===== src/sv/css_pkg.sv =====
`timescale 1ns / 1ps
`default_nettype none
// ----------------------------------------------------------------------------
// css_pkg
// Shared types and constants for the cosine similarity scorer: request and
// result payloads, and the command/status bundles between control and datapath.
// ----------------------------------------------------------------------------
package css_pkg;

	// element format, signed Q1.15
	localparam int ELEM_WIDTH = 16;
	localparam int FRAC_BITS  = ELEM_WIDTH - 1;

	// one request: an element pair
	typedef struct packed {
		logic signed [ELEM_WIDTH-1:0] pattern_elem;
		logic signed [ELEM_WIDTH-1:0] target_elem;
		logic                         last;
	} item_t;

	// one result
	typedef struct packed {
		logic signed [ELEM_WIDTH-1:0] score;
		logic                         zero_norm;
	} result_t;

	// controller to datapath
	typedef struct packed {
		logic acc_en;      // add the accepted pair to the accumulators
		logic clr;         // clear the accumulators
		logic mul_start;   // load the shift-add multiplier
		logic mul_dot;     // multiplier operands: |dot| * |dot| instead of P * T
		logic mul_step;    // one multiplier bit
		logic m_save;      // keep P * T as the divisor
		logic div_start;   // load the divider with dot^2
		logic div_step;    // one quotient bit
		logic sqrt_start;  // load the square root unit with the quotient
		logic sqrt_step;   // one root bit
		logic res_load;    // form the score into the result register
	} cmd_t;

	// datapath to controller
	typedef struct packed {
		logic zero_norm;   // a squared norm accumulator is zero
	} status_t;

endpackage
`default_nettype wire


===== src/sv/css_ctrl.sv =====
`timescale 1ns / 1ps
`default_nettype none
// ----------------------------------------------------------------------------
// css_ctrl
// Sequencer for the scorer: takes pairs while idle, then steps the shared
// multiplier, the divider and the square root unit, and hands off the result.
// ----------------------------------------------------------------------------
module css_ctrl #(
	parameter int MAX_ELEMENTS = 4096
) (
	input  wire logic             clk,
	input  wire logic             arst_n,
	input  wire logic             item_valid,
	input  wire logic             item_last,
	output logic                  item_ready,
	output logic                  result_valid,
	input  wire logic             result_ready,
	output css_pkg::cmd_t         cmd,
	input  wire css_pkg::status_t status
);
	import css_pkg::*;

	localparam int CNT_BITS = (MAX_ELEMENTS > 1) ? $clog2(MAX_ELEMENTS) : 1;
	localparam int MW       = 2 * ELEM_WIDTH + CNT_BITS;
	localparam int CW       = $clog2(MW);

	localparam logic [3:0] S_IDLE  = 4'd0;
	localparam logic [3:0] S_START = 4'd1;
	localparam logic [3:0] S_MUL_M = 4'd2;
	localparam logic [3:0] S_SAVE  = 4'd3;
	localparam logic [3:0] S_MUL_D = 4'd4;
	localparam logic [3:0] S_DIV0  = 4'd5;
	localparam logic [3:0] S_DIV   = 4'd6;
	localparam logic [3:0] S_SQRT0 = 4'd7;
	localparam logic [3:0] S_SQRT  = 4'd8;
	localparam logic [3:0] S_RES   = 4'd9;

	logic [3:0]    state_q, state_d;
	logic [CW-1:0] cnt_q, cnt_d;
	logic          out_valid_q, out_valid_d;
	logic          item_fire;

	assign item_ready   = (state_q == S_IDLE);
	assign item_fire    = item_valid && item_ready;
	assign result_valid = out_valid_q;

	// next state, step counter and commands
	always_comb begin
		state_d = state_q;
		cnt_d   = cnt_q;
		cmd     = '0;
		unique case (state_q)
			S_IDLE: begin
				if (item_fire) begin
					cmd.acc_en = 1'b1;
					if (item_last)
						state_d = S_START;
				end
			end
			S_START: begin
				if (status.zero_norm) begin
					state_d = S_RES;
				end else begin
					cmd.mul_start = 1'b1;
					cnt_d         = CW'(MW - 1);
					state_d       = S_MUL_M;
				end
			end
			S_MUL_M: begin
				cmd.mul_step = 1'b1;
				cnt_d        = cnt_q - 1'b1;
				if (cnt_q == '0)
					state_d = S_SAVE;
			end
			S_SAVE: begin
				cmd.m_save    = 1'b1;
				cmd.mul_start = 1'b1;
				cmd.mul_dot   = 1'b1;
				cnt_d         = CW'(MW - 1);
				state_d       = S_MUL_D;
			end
			S_MUL_D: begin
				cmd.mul_step = 1'b1;
				cmd.mul_dot  = 1'b1;
				cnt_d        = cnt_q - 1'b1;
				if (cnt_q == '0)
					state_d = S_DIV0;
			end
			S_DIV0: begin
				cmd.div_start = 1'b1;
				cnt_d         = CW'(2 * FRAC_BITS - 1);
				state_d       = S_DIV;
			end
			S_DIV: begin
				cmd.div_step = 1'b1;
				cnt_d        = cnt_q - 1'b1;
				if (cnt_q == '0)
					state_d = S_SQRT0;
			end
			S_SQRT0: begin
				cmd.sqrt_start = 1'b1;
				cnt_d          = CW'(FRAC_BITS - 1);
				state_d        = S_SQRT;
			end
			S_SQRT: begin
				cmd.sqrt_step = 1'b1;
				cnt_d         = cnt_q - 1'b1;
				if (cnt_q == '0)
					state_d = S_RES;
			end
			S_RES: begin
				// wait for the output register to free up
				if (!out_valid_q || result_ready) begin
					cmd.res_load = 1'b1;
					cmd.clr      = 1'b1;
					state_d      = S_IDLE;
				end
			end
			default: state_d = S_IDLE;
		endcase
	end

	// output valid flag
	always_comb begin
		out_valid_d = out_valid_q;
		if (cmd.res_load)
			out_valid_d = 1'b1;
		else if (result_ready)
			out_valid_d = 1'b0;
	end

	always_ff @(posedge clk or negedge arst_n) begin
		if (!arst_n) begin
			state_q     <= S_IDLE;
			cnt_q       <= '0;
			out_valid_q <= 1'b0;
		end else begin
			state_q     <= state_d;
			cnt_q       <= cnt_d;
			out_valid_q <= out_valid_d;
		end
	end

endmodule
`default_nettype wire


===== src/sv/css_dp.sv =====
`timescale 1ns / 1ps
`default_nettype none
// ----------------------------------------------------------------------------
// css_dp
// Datapath: exact accumulators, a shift-add multiplier for P*T and dot^2,
// a restoring divider for dot^2 * 2^(2F) / (P*T), a digit-by-digit square
// root, and the result register with sign and saturation.
// ----------------------------------------------------------------------------
module css_dp #(
	parameter int MAX_ELEMENTS = 4096
) (
	input  wire logic           clk,
	input  wire logic           arst_n,
	input  wire css_pkg::item_t item,
	input  wire css_pkg::cmd_t  cmd,
	output css_pkg::status_t    status,
	output css_pkg::result_t    result
);
	import css_pkg::*;

	localparam int CNT_BITS = (MAX_ELEMENTS > 1) ? $clog2(MAX_ELEMENTS) : 1;
	localparam int DOT_W    = 2 * ELEM_WIDTH + CNT_BITS;
	localparam int SQ_W     = 2 * ELEM_WIDTH - 1 + CNT_BITS;
	localparam int MW       = DOT_W;
	localparam int PW       = 2 * MW;
	localparam int QW       = 2 * FRAC_BITS;
	localparam int PROD_W   = 2 * ELEM_WIDTH;

	localparam logic [FRAC_BITS:0]    MAG_ONE  = (FRAC_BITS + 1)'(1) << FRAC_BITS;
	localparam logic [ELEM_WIDTH-1:0] MAX_POS  = ELEM_WIDTH'((1 << FRAC_BITS) - 1);
	localparam logic [QW-1:0]         BIT_INIT = QW'(1) << (QW - 2);

	// accumulators
	logic signed [DOT_W-1:0] dot_q;
	logic [SQ_W-1:0]         psq_q, tsq_q;
	logic signed [PROD_W-1:0] pt_prod, pp_prod, tt_prod;

	// multiplier
	logic [PW-1:0] a_sh_q, prod_q, m_q;
	logic [MW-1:0] b_sh_q;

	// divider
	logic [PW-1:0] rem_q;
	logic [PW:0]   rem2, m_ext;
	logic [QW-1:0] quo_q;
	logic          full_q;

	// square root
	logic [QW-1:0] x_q, root_q, bit_q, trial;

	// result
	logic             dot_neg;
	logic [DOT_W-1:0] dot_mag;
	logic [FRAC_BITS:0] mag;
	result_t          res_d;

	assign pt_prod = PROD_W'(item.pattern_elem) * PROD_W'(item.target_elem);
	assign pp_prod = PROD_W'(item.pattern_elem) * PROD_W'(item.pattern_elem);
	assign tt_prod = PROD_W'(item.target_elem) * PROD_W'(item.target_elem);

	assign status.zero_norm = (psq_q == '0) || (tsq_q == '0);

	assign dot_neg = dot_q[DOT_W-1];
	assign dot_mag = dot_neg ? (~dot_q + 1'b1) : dot_q;

	// accumulate one pair, clear after the result
	always_ff @(posedge clk or negedge arst_n) begin
		if (!arst_n) begin
			dot_q <= '0;
			psq_q <= '0;
			tsq_q <= '0;
		end else if (cmd.clr) begin
			dot_q <= '0;
			psq_q <= '0;
			tsq_q <= '0;
		end else if (cmd.acc_en) begin
			dot_q <= dot_q + DOT_W'(pt_prod);
			psq_q <= psq_q + SQ_W'(pp_prod[PROD_W-2:0]);
			tsq_q <= tsq_q + SQ_W'(tt_prod[PROD_W-2:0]);
		end
	end

	// shift-add multiplier, one multiplier bit per cycle
	always_ff @(posedge clk) begin
		if (cmd.mul_start) begin
			prod_q <= '0;
			if (cmd.mul_dot) begin
				a_sh_q <= PW'(dot_mag);
				b_sh_q <= dot_mag;
			end else begin
				a_sh_q <= PW'(psq_q);
				b_sh_q <= MW'(tsq_q);
			end
		end else if (cmd.mul_step) begin
			if (b_sh_q[0])
				prod_q <= prod_q + a_sh_q;
			a_sh_q <= a_sh_q << 1;
			b_sh_q <= b_sh_q >> 1;
		end
		if (cmd.m_save)
			m_q <= prod_q;
	end

	// restoring divider, one quotient bit per cycle
	assign rem2  = {rem_q, 1'b0};
	assign m_ext = {1'b0, m_q};

	always_ff @(posedge clk) begin
		if (cmd.div_start) begin
			rem_q  <= prod_q;
			quo_q  <= '0;
			full_q <= (prod_q >= m_q);
		end else if (cmd.div_step) begin
			if (rem2 >= m_ext) begin
				rem_q <= PW'(rem2 - m_ext);
				quo_q <= {quo_q[QW-2:0], 1'b1};
			end else begin
				rem_q <= PW'(rem2);
				quo_q <= {quo_q[QW-2:0], 1'b0};
			end
		end
	end

	// square root, one root bit per cycle
	assign trial = root_q + bit_q;

	always_ff @(posedge clk) begin
		if (cmd.sqrt_start) begin
			x_q    <= quo_q;
			root_q <= '0;
			bit_q  <= BIT_INIT;
		end else if (cmd.sqrt_step) begin
			if (x_q >= trial) begin
				x_q    <= x_q - trial;
				root_q <= (root_q >> 1) + bit_q;
			end else begin
				root_q <= root_q >> 1;
			end
			bit_q <= bit_q >> 2;
		end
	end

	// sign, saturation and zero norm case
	assign mag = full_q ? MAG_ONE : root_q[FRAC_BITS:0];

	always_comb begin
		res_d.zero_norm = status.zero_norm;
		if (status.zero_norm)
			res_d.score = '0;
		else if (dot_neg)
			res_d.score = ELEM_WIDTH'(~mag + 1'b1);
		else if (mag[FRAC_BITS])
			res_d.score = MAX_POS;
		else
			res_d.score = ELEM_WIDTH'(mag);
	end

	always_ff @(posedge clk) begin
		if (cmd.res_load)
			result <= res_d;
	end

endmodule
`default_nettype wire


===== src/sv/cosine_similarity_score.sv =====
`timescale 1ns / 1ps
`default_nettype none
// ----------------------------------------------------------------------------
// cosine_similarity_score
// Cosine similarity of two vectors fed one element pair per request, signed
// Q1.15 in and out, exact accumulation, truncated and saturated score.
// ----------------------------------------------------------------------------
//  channel   handshake                   payload
//  request   item_valid / item_ready     item   (pattern_elem, target_elem, last)
//  result    result_valid / result_ready result (score, zero_norm)
//
//  a request without last leaves the block idle; pairs can stream back to back
//  after a last request the block is busy while the bit-serial multiplier
//  (two passes over W = 32 + clog2(MAX_ELEMENTS) bits), the divider and the
//  square root unit run; if a norm is zero it goes straight to the result;
//  it also stays busy while an earlier score still waits to go out
//  the result register lets new pairs be taken while a score waits to go out
//  reset clears the accumulators and the control state
// ----------------------------------------------------------------------------
module cosine_similarity_score #(
	parameter int MAX_ELEMENTS = 4096
) (
	input  wire logic             clk,
	input  wire logic             arst_n,
	input  wire logic             item_valid,
	output logic                  item_ready,
	input  wire css_pkg::item_t   item,
	output logic                  result_valid,
	input  wire logic             result_ready,
	output css_pkg::result_t      result
);
	import css_pkg::*;

	cmd_t    cmd;
	status_t status;

	// sequencer
	css_ctrl #(
		.MAX_ELEMENTS(MAX_ELEMENTS)
	) u_ctrl (
		.clk         (clk),
		.arst_n      (arst_n),
		.item_valid  (item_valid),
		.item_last   (item.last),
		.item_ready  (item_ready),
		.result_valid(result_valid),
		.result_ready(result_ready),
		.cmd         (cmd),
		.status      (status)
	);

	// arithmetic
	css_dp #(
		.MAX_ELEMENTS(MAX_ELEMENTS)
	) u_dp (
		.clk   (clk),
		.arst_n(arst_n),
		.item  (item),
		.cmd   (cmd),
		.status(status),
		.result(result)
	);

endmodule
`default_nettype wire


===== config.mk =====
export PLATFORM = sky130hd
export DESIGN_NAME = cosine_similarity_score
export DESIGN_NICKNAME = d
export VERILOG_FILES = /design/src/sv/css_pkg.sv /design/src/sv/css_ctrl.sv /design/src/sv/css_dp.sv /design/src/sv/cosine_similarity_score.sv
export SDC_FILE = /design/constraint.sdc
export NUM_CORES = 2
export LEC_CHECK = 0
export BUFFER_PORTS_ARGS = -buffer_cell sky130_fd_sc_hd__buf_2
export CAP_MARGIN = 30
export CORE_UTILIZATION = 45
export DETAILED_ROUTE_END_ITERATION = 10
export HOLD_SLACK_MARGIN = 0.1
export PLACE_DENSITY_LB_ADDON = 0.2
export SYNTH_ARGS = -nofsm -noshare
export SYNTH_HDL_FRONTEND = slang
export SYNTH_SLANG_ARGS = --single-unit

===== constraint.sdc =====
create_clock -name clk -period 7.4 [get_ports clk]
set_clock_uncertainty 0.05 [all_clocks]
set_input_delay 1.11 -clock clk [delete_from_list [all_inputs] [get_ports clk]]
set_output_delay 1.11 -clock clk [all_outputs]
set_load 0.01 [all_outputs]

==> out/metrics.cfg <==
[timing]
relSlewSlack_pct=32.34
hold_viol_final=0
max_freq_ghz=0.1315
worstMarginPinSlew_ns=1.002
slew_violations=0
setup_tns_ns=-3.341
worst_slack_ns=-0.2026
finalSetupViolCount=28
period_share_pct=102.7
period_needed_ns=7.603
rsz0062_at_grt=yes

[setup_path]
slowest_delay_ns=0.55
worst-r2r-cell-count=22
cp.arrival_ns=8.10
r2r-end=u_dp.x_q[6]
cp_data_required_time_ns=7.89
crit_top_cell=fa_1
critPathCaptureType=register
slowest_stage=fa_1
cp-start-kind=primary input
crit_fanout=5
critical_path_class=in -> reg
rr_startpoint=u_dp.root_q[2]
rrSetupSlack_ns=0.84

[global_route]
grt_max_degree=184
grt_pass1_vias=62010
grt_pass1_wl_um=337400
grt-ovfl-total=0
grt_use_total_pct=24.63
grt_antenna_before_repair=1

[placement]
dp.cells=11160
gp_congestion=0.9152
port-buffer-count=55
hpwl_um=166900
pre_cts_ws_ns=-1.306

[finish]
drive_gt1_share_pct=14.88
final_cell_mix=inv_1 (1129), nand2_1 (1009), fa_1 (768), buf_4 (692), ha_1 (651)
fill_cells=15160
multi_input_area_mm2=0.05446
diodes=0
fin_util_pct=52.89
seq_area_mm2=0.01748
stdcell_count=11350
syn_to_final_growth_pct=16.77
fin_nets=10630
layout_commonest_cell=inv_1

[route]
drt-vias-per-instance=5.413
top_layer=met5
met2WireLength_um=95790
drt_iter0_drc=4053
wl_met1_um=97840
route.met3.wl_um=9223
wire_per_inst_um=18.44
drcViolationCount=0
dr.pass1.iters=5
wirelength_um=209300
ant_nets=0
vias=61450

[yosys]
ys_ff_latch=660
ys_top_cells_by_area=fa_1 (21%), edfxtp_1 (14%), ha_1 (12%)
syn_avg_cell_area_um2=8.826
synth_top_area_share_pct=21.20
synth_area_leader_cell=fa_1
synth_area_mm2=0.07575
yosysUniqueCellTypes=82
async_flop_share_pct=21.36
yosysWarnings=0
syn_nets=10120
synth_edf_count=356
ys_seq_area_share_pct=23.08
synth_cells=8582
synth_flop_cell=edfxtp_1

[hold_path]
hold_class=in -> async

[floorplan]
coreArea_mm2=0.1672
start_util_pct=45.30
design.die.area_mm2=0.1700
die_x_um=412.3
die_h_um=412.3
io-pin-count=56
rows=150

[clocking]
ctsHtreeMaxLevel=3
clk_latency_ns=0.69
cts.path.max_buffers=3
clkSlewWorstSetupHoldPaths_ns=0.06
holdBufCountCts=0
cts_inserted_buffers=74
clock_sinks=660
tritoncts=done
clock-root-buffer=clkbuf_16

[run_status]
status=finished, violations left
violations=negative setup slack

[run]
cap_violations=0

## synth_stat cells, types with 141 or more instances
cell,number
inv_1,1167
nand2_1,1048
fa_1,802
ha_1,699
a21oi_1,605
nor2_1,504
o21ai_0,478
edfxtp_1,356
clkbuf_1,350
xnor2_1,263
xor2_1,219
a21o_1,195
and2_1,168
dfxtp_1,163
nand3_1,157
dfrtp_1,141
## per-stage QoR
step                      hold slack (ns)  cell area, µm²
after detailed placement           0.3977           83530
after floorplan                    0.3815           76820
after global routing               0.3836           88450
after CTS                          0.3389           87510
final                              0.3511           88450
after global placement             0.3923           83500
## metal layers
metal | global-route usage (%) | vias to the layer above
li1 | - | 29720
met1 | 34.88 | 30000
met2 | 39.69 | 1428
met3 | 2.506 | 304
met4 | 7.363 | 2
met5 | 0 | -
## timing repair
action	in CTS	in global routing
setup buffers	34	26
pin swaps	174	167
cloned	4	0
gates resized for setup	269	164
endpoints found under the hold margin	0	0
endpoints found under the setup margin	47	57
## worst max path at each step
stage,cells after the start,to,slack (ns),startpoint
after floorplan,32,u_dp.tsq_q[32],-0.65,item[2]
after global placement,33,u_dp.psq_q[39],-1.21,item[25]
after detailed placement,31,u_dp.tsq_q[37],-1.31,item[6]
after CTS,31,u_dp.tsq_q[42],-0.12,item[5]
after global routing,33,u_dp.tsq_q[33],-0.52,item[5]
final,33,u_dp.tsq_q[37],-0.20,item[5]
## state kept, by name, summed over array words and instances, names as in the netlist, 4 cells and up
signal / flops
u_dp.a_sh_q: 88
u_dp.m_q: 88
u_dp.prod_q: 88
u_dp.rem_q: 88
u_dp.b_sh_q: 44
u_dp.dot_q: 44
u_dp.psq_q: 43
u_dp.tsq_q: 43
u_dp.quo_q: 30
u_dp.root_q: 30
u_dp.x_q: 30
u_dp.result: 17
u_dp.bit_q: 15
u_ctrl.cnt_q: 6
u_ctrl.state_q: 4
## critical path: cells and delay by family
kind / cells / cell delay, ns
buffers and inverters: 8 / 0.78
adder cells (fa/ha/maj): 8 / 3.67
AND/OR/NAND/NOR: 4 / 0.55
XOR/XNOR: 2 / 0.28
AO/OA/AOI/OAI: 11 / 1.71
## cell type report
class,instances,area share (%)
clock buffers,108,2.436
clock inverters,29,0.3692
inverters,1177,5.012
multi-input cells,6359,61.57
flip-flops and latches,660,19.77
well taps,2204,3.118
repair buffers,815,7.724
## cells by family after synthesis
family,after synthesis,synth area share [%]
XOR/XNOR,482,5.573
AND/OR/NAND/NOR,2436,14.83
flip-flops,660,23.08
multiplexers,86,1.141
adder cells (fa/ha/maj),1501,32.74
AO/OA/AOI/OAI,1854,14.87
buffers and inverters,1563,7.767
Power is left out: the tool's default activity adds up to more than one toggle a clock period on the data nets, which glitch-free logic cannot reach.
